File: config.mk
export PLATFORM = sky130hd
export DESIGN_NAME = idle_timeout_lru_tracker
export DESIGN_NICKNAME = d
export VERILOG_FILES = /design/src/rtl/core/iltt_pkg.sv /design/src/rtl/core/iltt_ctrl.sv /design/src/rtl/core/iltt_datapath.sv /design/src/rtl/core/idle_timeout_lru_tracker.sv
export SDC_FILE = /design/constraint.sdc
export NUM_CORES = 2
export LEC_CHECK = 0
export ABC_AREA = 1
export BUFFER_PORTS_ARGS = -buffer_cell sky130_fd_sc_hd__buf_2
export CORE_ASPECT_RATIO = 0.75
export CORE_MARGIN = 5
export CORE_UTILIZATION = 55
export DETAILED_ROUTE_END_ITERATION = 10
export PLACE_DENSITY_LB_ADDON = 0.12
export REMOVE_ABC_BUFFERS = 1
export SLEW_MARGIN = 20
export SYNTH_ARGS = -nofsm -noshare
export SYNTH_HDL_FRONTEND = slang
export SYNTH_SLANG_ARGS = --single-unit
File: constraint.sdc
create_clock -name clk -period 8.39 [get_ports clk]
set_input_delay 1.678 -clock clk [delete_from_list [all_inputs] [get_ports clk]]
set_output_delay 1.678 -clock clk [all_outputs]
set_load 0.01 [all_outputs]
File: src/rtl/core/iltt_pkg.sv
// shared types and constants for the idle timeout lru tracker
`timescale 1ns / 1ps

package iltt_pkg;

	typedef enum logic [1:0] {
		OP_TOUCH  = 2'd0,
		OP_REMOVE = 2'd1,
		OP_CHECK  = 2'd2,
		OP_QUERY  = 2'd3
	} op_t;

	// register index taken from paddr[2]
	localparam logic ADDR_IDLE_LIMIT = 1'b0;
	localparam logic [31:0] IDLE_LIMIT_RST = 32'd60;

	localparam int KEY_W = 6;
	localparam int OUT_TIME_W = 32;
	localparam int TOTAL_W = 7;
	// a 6-bit key reaches at most this many slots
	localparam int MAX_SLOTS = 64;

	typedef struct packed {
		logic accept;       // take key and stamp, start table reads
		logic check;        // accepted request is a timeout walk
		logic unlink;       // take the slot out of the recency list
		logic append;       // link the slot in at the tail
		logic finish;       // close a touch: store time, end link, report
		logic emit_single;  // report a remove, query or ignored touch
		logic emit_time;    // report carries the stored time
		logic clear_slot;   // drop the slot
		logic set_slot;     // claim the slot
		logic walk;         // examine one list entry
	} cmd_t;

	typedef struct packed {
		logic in_range;
		logic present;
		logic walk_done;
	} stat_t;

endpackage

File: src/rtl/core/iltt_ctrl.sv
// request sequencer for the idle timeout lru tracker
`timescale 1ns / 1ps

module iltt_ctrl (
	input  logic              clk,
	input  logic              arst_n,
	input  logic              start,
	input  logic [1:0]        op,
	input  iltt_pkg::stat_t   stat,
	output iltt_pkg::cmd_t    cmd,
	output logic              busy
);

	typedef enum logic [2:0] {
		ST_IDLE,
		ST_DECODE,
		ST_APPEND,
		ST_FINISH,
		ST_WALK
	} state_t;

	state_t          state_q;
	iltt_pkg::op_t   op_q;

	assign busy = (state_q != ST_IDLE);

	always_comb begin
		cmd = '0;
		unique case (state_q)
			ST_IDLE: begin
				cmd.accept = start;
				cmd.check  = start && (op == iltt_pkg::OP_CHECK);
			end
			ST_DECODE: begin
				unique case (op_q)
					iltt_pkg::OP_TOUCH: begin
						if (!stat.in_range) begin
							cmd.emit_single = 1'b1;
						end else if (stat.present) begin
							cmd.unlink = 1'b1;
						end else begin
							cmd.set_slot = 1'b1;
							cmd.append   = 1'b1;
						end
					end
					iltt_pkg::OP_REMOVE: begin
						cmd.emit_single = 1'b1;
						if (stat.present) begin
							cmd.unlink     = 1'b1;
							cmd.clear_slot = 1'b1;
						end
					end
					iltt_pkg::OP_QUERY: begin
						cmd.emit_single = 1'b1;
						cmd.emit_time   = 1'b1;
					end
					iltt_pkg::OP_CHECK: begin
						// walks go straight to ST_WALK
						cmd.emit_single = 1'b0;
					end
				endcase
			end
			ST_APPEND: begin
				cmd.append = 1'b1;
			end
			ST_FINISH: begin
				cmd.finish = 1'b1;
			end
			ST_WALK: begin
				cmd.walk = 1'b1;
			end
		endcase
	end

	always_ff @(posedge clk or negedge arst_n) begin
		if (!arst_n) begin
			state_q <= ST_IDLE;
			op_q    <= iltt_pkg::OP_TOUCH;
		end else begin
			unique case (state_q)
				ST_IDLE: begin
					if (start) begin
						op_q <= iltt_pkg::op_t'(op);
						if (op == iltt_pkg::OP_CHECK) begin
							state_q <= ST_WALK;
						end else begin
							state_q <= ST_DECODE;
						end
					end
				end
				ST_DECODE: begin
					if ((op_q == iltt_pkg::OP_TOUCH) && stat.in_range) begin
						state_q <= stat.present ? ST_APPEND : ST_FINISH;
					end else begin
						state_q <= ST_IDLE;
					end
				end
				ST_APPEND: begin
					state_q <= ST_FINISH;
				end
				ST_FINISH: begin
					state_q <= ST_IDLE;
				end
				ST_WALK: begin
					if (stat.walk_done) begin
						state_q <= ST_IDLE;
					end
				end
			endcase
		end
	end

endmodule

File: src/rtl/core/iltt_datapath.sv
// slot table, recency links and result registers of the idle timeout lru tracker
`timescale 1ns / 1ps

module iltt_datapath #(
	parameter int SLOTS     = 64,
	parameter int TIME_BITS = 32
) (
	input  logic                              clk,
	input  logic                              arst_n,
	input  iltt_pkg::cmd_t                    cmd,
	input  logic [iltt_pkg::KEY_W-1:0]        entry_key,
	input  logic [31:0]                       stamp,
	input  logic [31:0]                       idle_limit,
	output iltt_pkg::stat_t                   stat,
	output logic                              result_valid,
	output logic [iltt_pkg::KEY_W-1:0]        out_key,
	output logic [iltt_pkg::OUT_TIME_W-1:0]   out_time,
	output logic                              found,
	output logic                              last_of_run,
	output logic [iltt_pkg::TOTAL_W-1:0]      entry_total
);

	localparam int IW = $clog2(SLOTS);
	localparam int LW = $clog2(SLOTS + 1);
	localparam logic [LW-1:0] NIL = LW'(SLOTS);

	// link stores and stored times
	logic [TIME_BITS-1:0] arrive_mem [SLOTS];
	logic [LW-1:0]        prev_mem   [SLOTS];
	logic [LW-1:0]        next_mem   [SLOTS];

	logic [TIME_BITS-1:0] arrive_rd_q;
	logic [LW-1:0]        prev_rd_q;
	logic [LW-1:0]        next_rd_q;

	logic [iltt_pkg::KEY_W-1:0] key_q;
	logic [TIME_BITS-1:0]       stamp_q;
	logic [SLOTS-1:0]           valid_q;
	logic [LW-1:0]              head_q;
	logic [LW-1:0]              tail_q;
	logic [LW-1:0]              count_q;
	logic [LW-1:0]              cur_q;
	logic                       hit_q;
	logic                       pend_q;
	logic [IW-1:0]              pend_key_q;
	logic [TIME_BITS-1:0]       pend_time_q;

	logic [IW-1:0]        rd_addr;
	logic [IW-1:0]        k;
	logic                 in_range;
	logic                 present;
	logic                 p_nil;
	logic                 n_nil;
	logic                 tail_nil;
	logic                 cur_nil;
	logic [TIME_BITS-1:0] age;
	logic [TIME_BITS-1:0] limit;
	logic                 expired;
	logic [LW-1:0]        count_nx;

	logic                 next_we;
	logic [IW-1:0]        next_waddr;
	logic [LW-1:0]        next_wdata;
	logic                 prev_we;
	logic [IW-1:0]        prev_waddr;
	logic [LW-1:0]        prev_wdata;

	assign k        = key_q[IW-1:0];
	assign in_range = (32'(key_q) < 32'(SLOTS));
	assign present  = in_range && valid_q[k];
	assign p_nil    = (prev_rd_q == NIL);
	assign n_nil    = (next_rd_q == NIL);
	assign tail_nil = (tail_q == NIL);
	assign cur_nil  = (cur_q == NIL);
	assign age      = stamp_q - arrive_rd_q;
	assign limit    = TIME_BITS'(idle_limit);
	assign expired  = !cur_nil && (age >= limit);
	assign count_nx = count_q + LW'(cmd.set_slot) - LW'(cmd.clear_slot);

	assign stat.in_range  = in_range;
	assign stat.present   = present;
	assign stat.walk_done = !expired;

	// reads follow the list during a walk, start at the head on a check, else the requested key
	always_comb begin
		if (cmd.walk) begin
			rd_addr = next_rd_q[IW-1:0];
		end else if (cmd.check) begin
			rd_addr = head_q[IW-1:0];
		end else begin
			rd_addr = entry_key[IW-1:0];
		end
	end

	always_comb begin
		next_we    = 1'b0;
		next_waddr = k;
		next_wdata = NIL;
		if (cmd.unlink) begin
			next_we    = !p_nil;
			next_waddr = prev_rd_q[IW-1:0];
			next_wdata = next_rd_q;
		end else if (cmd.append) begin
			next_we    = !tail_nil;
			next_waddr = tail_q[IW-1:0];
			next_wdata = LW'(k);
		end else if (cmd.finish) begin
			next_we    = 1'b1;
		end
	end

	always_comb begin
		prev_we    = 1'b0;
		prev_waddr = k;
		prev_wdata = tail_q;
		if (cmd.unlink) begin
			prev_we    = !n_nil;
			prev_waddr = next_rd_q[IW-1:0];
			prev_wdata = prev_rd_q;
		end else if (cmd.append) begin
			prev_we    = 1'b1;
		end
	end

	always_ff @(posedge clk) begin
		if (next_we) begin
			next_mem[next_waddr] <= next_wdata;
		end
		if (prev_we) begin
			prev_mem[prev_waddr] <= prev_wdata;
		end
		if (cmd.finish) begin
			arrive_mem[k] <= stamp_q;
		end
		arrive_rd_q <= arrive_mem[rd_addr];
		prev_rd_q   <= prev_mem[rd_addr];
		next_rd_q   <= next_mem[rd_addr];
	end

	always_ff @(posedge clk or negedge arst_n) begin
		if (!arst_n) begin
			valid_q      <= '0;
			head_q       <= NIL;
			tail_q       <= NIL;
			count_q      <= '0;
			pend_q       <= 1'b0;
			result_valid <= 1'b0;
		end else begin
			if (cmd.set_slot) begin
				valid_q[k] <= 1'b1;
			end
			if (cmd.clear_slot) begin
				valid_q[k] <= 1'b0;
			end
			count_q <= count_nx;

			if (cmd.unlink) begin
				if (p_nil) begin
					head_q <= next_rd_q;
				end
				if (n_nil) begin
					tail_q <= prev_rd_q;
				end
			end else if (cmd.append) begin
				if (tail_nil) begin
					head_q <= LW'(k);
				end
				tail_q <= LW'(k);
			end

			// an expired entry waits in the pend registers so its last flag is known
			if (cmd.walk) begin
				pend_q <= expired;
			end

			result_valid <= cmd.emit_single || cmd.finish || (cmd.walk && pend_q);
		end
	end

	always_ff @(posedge clk) begin
		if (cmd.accept) begin
			key_q   <= entry_key;
			stamp_q <= TIME_BITS'(stamp);
		end
		if (cmd.check) begin
			cur_q <= head_q;
		end else if (cmd.walk) begin
			cur_q <= next_rd_q;
		end
		if (cmd.unlink) begin
			hit_q <= 1'b1;
		end else if (cmd.set_slot) begin
			hit_q <= 1'b0;
		end
		if (cmd.walk) begin
			pend_key_q  <= cur_q[IW-1:0];
			pend_time_q <= arrive_rd_q;
		end

		entry_total <= iltt_pkg::TOTAL_W'(count_nx);
		if (cmd.walk) begin
			out_key     <= iltt_pkg::KEY_W'(pend_key_q);
			out_time    <= iltt_pkg::OUT_TIME_W'(pend_time_q);
			found       <= 1'b1;
			last_of_run <= !expired;
		end else if (cmd.finish) begin
			out_key     <= key_q;
			out_time    <= '0;
			found       <= hit_q;
			last_of_run <= 1'b1;
		end else begin
			out_key     <= key_q;
			out_time    <= (cmd.emit_time && present) ?
				iltt_pkg::OUT_TIME_W'(arrive_rd_q) : '0;
			found       <= present;
			last_of_run <= 1'b1;
		end
	end

endmodule

File: src/rtl/core/idle_timeout_lru_tracker.sv
// idle timeout lru tracker: busy spans decode on remove, query and ignored touch, decode and
// finish on touch of a new key, decode, append and finish on touch of a present key (link
// rewrites, one write port per link store); the result strobe rises at the edge where busy
// drops. check walks from the head one entry per cycle up to a fresh entry or the list end;
// results follow one per cycle, none when nothing expired.
// reset clears all slots (valid flops), empties the list and sets idle_limit to 60.
`timescale 1ns / 1ps

module idle_timeout_lru_tracker #(
	parameter int NUM_KEYS  = 64,
	parameter int TIME_BITS = 32
) (
	input  logic                              clk,
	input  logic                              arst_n,
	input  logic                              start,
	output logic                              busy,
	input  logic [1:0]                        op,
	input  logic [iltt_pkg::KEY_W-1:0]        entry_key,
	input  logic [31:0]                       stamp,
	output logic                              result_valid,
	output logic [iltt_pkg::KEY_W-1:0]        out_key,
	output logic [iltt_pkg::OUT_TIME_W-1:0]   out_time,
	output logic                              found,
	output logic                              last_of_run,
	output logic [iltt_pkg::TOTAL_W-1:0]      entry_total,
	input  logic                              psel,
	input  logic                              penable,
	input  logic                              pwrite,
	input  logic [2:0]                        paddr,
	input  logic [31:0]                       pwdata,
	output logic [31:0]                       prdata,
	output logic                              pready
);

	// keys above the key width never arrive, so the table stops there
	localparam int SLOTS = (NUM_KEYS < iltt_pkg::MAX_SLOTS) ? NUM_KEYS : iltt_pkg::MAX_SLOTS;

	iltt_pkg::cmd_t  cmd;
	iltt_pkg::stat_t stat;
	logic [31:0]     idle_limit_q;

	assign pready = 1'b1;
	assign prdata = (paddr[2] == iltt_pkg::ADDR_IDLE_LIMIT) ? idle_limit_q : '0;

	always_ff @(posedge clk or negedge arst_n) begin
		if (!arst_n) begin
			idle_limit_q <= iltt_pkg::IDLE_LIMIT_RST;
		end else if (psel && penable && pwrite && pready &&
				(paddr[2] == iltt_pkg::ADDR_IDLE_LIMIT)) begin
			idle_limit_q <= pwdata;
		end
	end

	iltt_ctrl u_ctrl (
		.clk    (clk),
		.arst_n (arst_n),
		.start  (start),
		.op     (op),
		.stat   (stat),
		.cmd    (cmd),
		.busy   (busy)
	);

	iltt_datapath #(
		.SLOTS     (SLOTS),
		.TIME_BITS (TIME_BITS)
	) u_datapath (
		.clk          (clk),
		.arst_n       (arst_n),
		.cmd          (cmd),
		.entry_key    (entry_key),
		.stamp        (stamp),
		.idle_limit   (idle_limit_q),
		.stat         (stat),
		.result_valid (result_valid),
		.out_key      (out_key),
		.out_time     (out_time),
		.found        (found),
		.last_of_run  (last_of_run),
		.entry_total  (entry_total)
	);

endmodule

==> flow_metrics.env <==
export IMPL_status="finished clean"
export IMPL_drtAntennaViolNets=0
export IMPL_grt_max_degree=246
export IMPL_grt_pass1_wl_um=567000
export IMPL_clkSlewWorstSetupHoldPaths_ps=60
export IMPL_setup_viol=0
export IMPL_cts_sinks=3245
export IMPL_fillers=19900
export IMPL_gp_congestion=0.903
export IMPL_cts_repair_resized=0
export IMPL_post_route_util_pct=61.0
export IMPL_fin_crit_ps=5960
export IMPL_htreeDepth=5
export IMPL_ir_worst_vdd_v=0.000262
export IMPL_ctsHoldBuffers=0
export IMPL_hpwlAfterDp_um=213000
export IMPL_finalNetCount=12700
export IMPL_hold_viol_final=0
export IMPL_seq_area_um2=95900
export IMPL_vias_per_cell=5.69
export IMPL_final_cell_mix="nand2_1 (3076), edfxtp_1 (3027), nand3_1 (1932)"
export IMPL_yosys_top_cells_area="edfxtp_1 (66%), nand2_1 (8.4%), nand3_1 (7.0%)"
export IMPL_max_freq_mhz=168
export IMPL_power_density_nw_per_um2=304
export IMPL_die_h_um=443
export IMPL_holdPathStages=0
export IMPL_seq_area_frac_synth_pct=69.7
export IMPL_yosysWarnings=0
export IMPL_die_x_um=588
export IMPL_layout_commonest_cell="nand2_1"
export IMPL_syn_area_per_cell_um2=10.9
export IMPL_multiInputGateArea_um2=33400
export IMPL_ys_ff_latch=3245
export IMPL_grt_pass1_vias=86700
export IMPL_wl_um=388000
export IMPL_cp_end_kind="flop"
export IMPL_post_route_period_util_pct=71.1
export IMPL_initial_utilization_pct=55.1
export IMPL_drv_slew=0
export IMPL_synth_top_cell_area_share_pct=66.0
export IMPL_syn_to_final_growth_pct=10.6
export IMPL_syn_inst=12600
export IMPL_vias=91900
export IMPL_cp_required_ps=8890
export IMPL_post_cts_repair_setup_buffers=0
export IMPL_synth_cell_type_count=52
export IMPL_worst_path_max_fanout=24
export IMPL_worstSetupStartpointType="flop"
export IMPL_ff2ff_path_depth=14
export IMPL_drt_pre_antenna_iters=8
export IMPL_rsz0062_at_grt="false"
export IMPL_synth_largest_area_cell="edfxtp_1"
export IMPL_rows=159
export IMPL_grt_util_all_layers_pct=29.2
export IMPL_root_buffer="clkbuf_16"
export IMPL_place_port_buffers=159
export IMPL_min_delay_path_class="reg2reg"
export IMPL_slew_headroom_pct=17.7
export IMPL_ioPinCount=163
export IMPL_leakagePower_nw=59.8
export IMPL_drc_errors=0
export IMPL_die_area_um2=260000
export IMPL_max_cap_viol_count=0
export IMPL_cts_buffers=320
export IMPL_worst_slew_pin_slew_ps=1220
export IMPL_core_area_um2=250000
export IMPL_arrival_ps=6460
export IMPL_ctsLongestPathBuffers=4
export IMPL_cts_tree="done"
export IMPL_wl_per_cell_um=24.1
export IMPL_grt_remaining_overflow=0
export IMPL_layout_drive_gt1_share_pct=7.66
export IMPL_drt_iter0_drc=11500
export IMPL_clock_skew_ps=42.8
export IMPL_hold_slack_ps=422
export IMPL_clk_latency_ps=890
export IMPL_path_class="reg2reg"
export IMPL_synth_area_um2=138000
export IMPL_antenna_found_initial=22
[per-stage QoR]
step	TNS (ps)	power, W	instances	worst slack, ps	cell area (um2)
global route	0	0.0483	16100	2130	152000
floorplan	-2046170	0.0303	11900	-44490	135000
global placement	0	0.0321	15600	2580	142000
CTS	0	0.0463	16100	2530	152000
finish	0	0.0462	16100	2430	152000
detailed placement	0	0.0323	15600	2530	142000
[synth_stat cells (all sizes together)]
cell type     n
clkinv        1
xnor2        11
nor4          8
nand3      1942
o21ai       562
a21boi        3
nand2      3090
o221a         1
o31ai         2
a21o          4
a211oi        1
nor3         82
a22oi         1
or2         143
buf         341
o221ai        1
a31oi         3
nand3b       94
mux2          1
inv        1538
o311ai        1
dfrtp       118
clkbuf      381
o22ai         6
o21bai        4
dfstp         6
o211ai      102
dfxtp        94
a21oi       588
a221oi        2
o21a          1
fa            2
nand4        15
xor2         25
edfxtp     3027
nor2        326
conb          1
ha           70
[per-layer routing]
| metal | part of all wire (%) | GRT usage (%) | wire length (um) |
|---|---|---|---|
| met5 | 0.0018 | 0 | 7 |
| met4 | 3.9 | 10.7 | 15000 |
| met3 | 10 | 6.02 | 40400 |
| met2 | 44 | 43.9 | 171000 |
| met1 | 42 | 42.6 | 162000 |
[power breakdown]
| part | leakage [nW] | internal, W | switching [W] | total, W |
|---|---|---|---|---|
| Clock | 4.94 | 0.00802 | 0.00602 | 0.0140 |
| Sequential | 29.5 | 0.0194 | 0.000325 | 0.0198 |
| Combinational | 25.3 | 0.00308 | 0.00937 | 0.0125 |
| Total | 59.8 | 0.0305 | 0.0157 | 0.0462 |
[worst max-delay path, stage by stage (launching register included)]
cell      delay (ps)
edfxtp_1         770
inv_1            470
nor2_1           540
o211ai_1         160
nand2_1          100
o21ai_0          120
nand2_1          150
nor2_4            50
nand2_4          140
nand2_4          270
inv_1            560
o21ai_0          250
nand2_1          470
nand4_1          670
nor2_1           810
[kinds of logic after synthesis]
family,synth area share (%)
other cells,0.00272
buf+inv,6.47
xor+xnor,0.229
fa+ha+maj,0.665
compound gates,4.92
flops,69.7
mux,0.00818
simple gates,18.0
[state kept, by name (all words and copies together) (netlist names), 2 cells and up]
register / flops
idle_limit_q: 32
u_ctrl.op_q: 2
u_ctrl.state_q: 3
u_datapath.arrive_mem: 2048
u_datapath.arrive_rd_q: 32
u_datapath.count_q: 7
u_datapath.cur_q: 7
u_datapath.entry_total: 7
u_datapath.head_q: 7
u_datapath.k: 6
u_datapath.next_mem: 448
u_datapath.next_rd_q: 7
u_datapath.out_key: 6
u_datapath.out_time: 32
u_datapath.pend_key_q: 6
u_datapath.pend_time_q: 32
u_datapath.prev_mem: 448
u_datapath.prev_rd_q: 7
u_datapath.stamp_q: 32
u_datapath.tail_q: 7
u_datapath.valid_q: 64
[area by class of cell]
type                       count  area share (%)
antenna                        7          0.0115
clock buffer                 433            5.84
clock inverter               137           0.797
inverter                    1539            3.82
multi-input combinational   7092            22.0
sequential                  3245            63.0
tap                         3300            2.71
timing repair buffer         383            1.89
[final timing paths]
check	start	end	slack (ps)
setup reg to reg	u_datapath.k[1]	u_datapath.prev_mem[42][4]	2430
hold reg to reg	u_datapath.arrive_rd_q[14]	u_datapath.pend_time_q[14]	420
max in group asynchronous	arst_n	u_datapath.valid_q[35]	6160
setup / recovery	u_datapath.k[1]	u_datapath.prev_mem[42][4]	2430
min in group asynchronous	arst_n	u_datapath.count_q[1]	850
hold / removal	u_datapath.arrive_rd_q[14]	u_datapath.pend_time_q[14]	420
No activity file was read; power rests on OpenSTA's default activity.
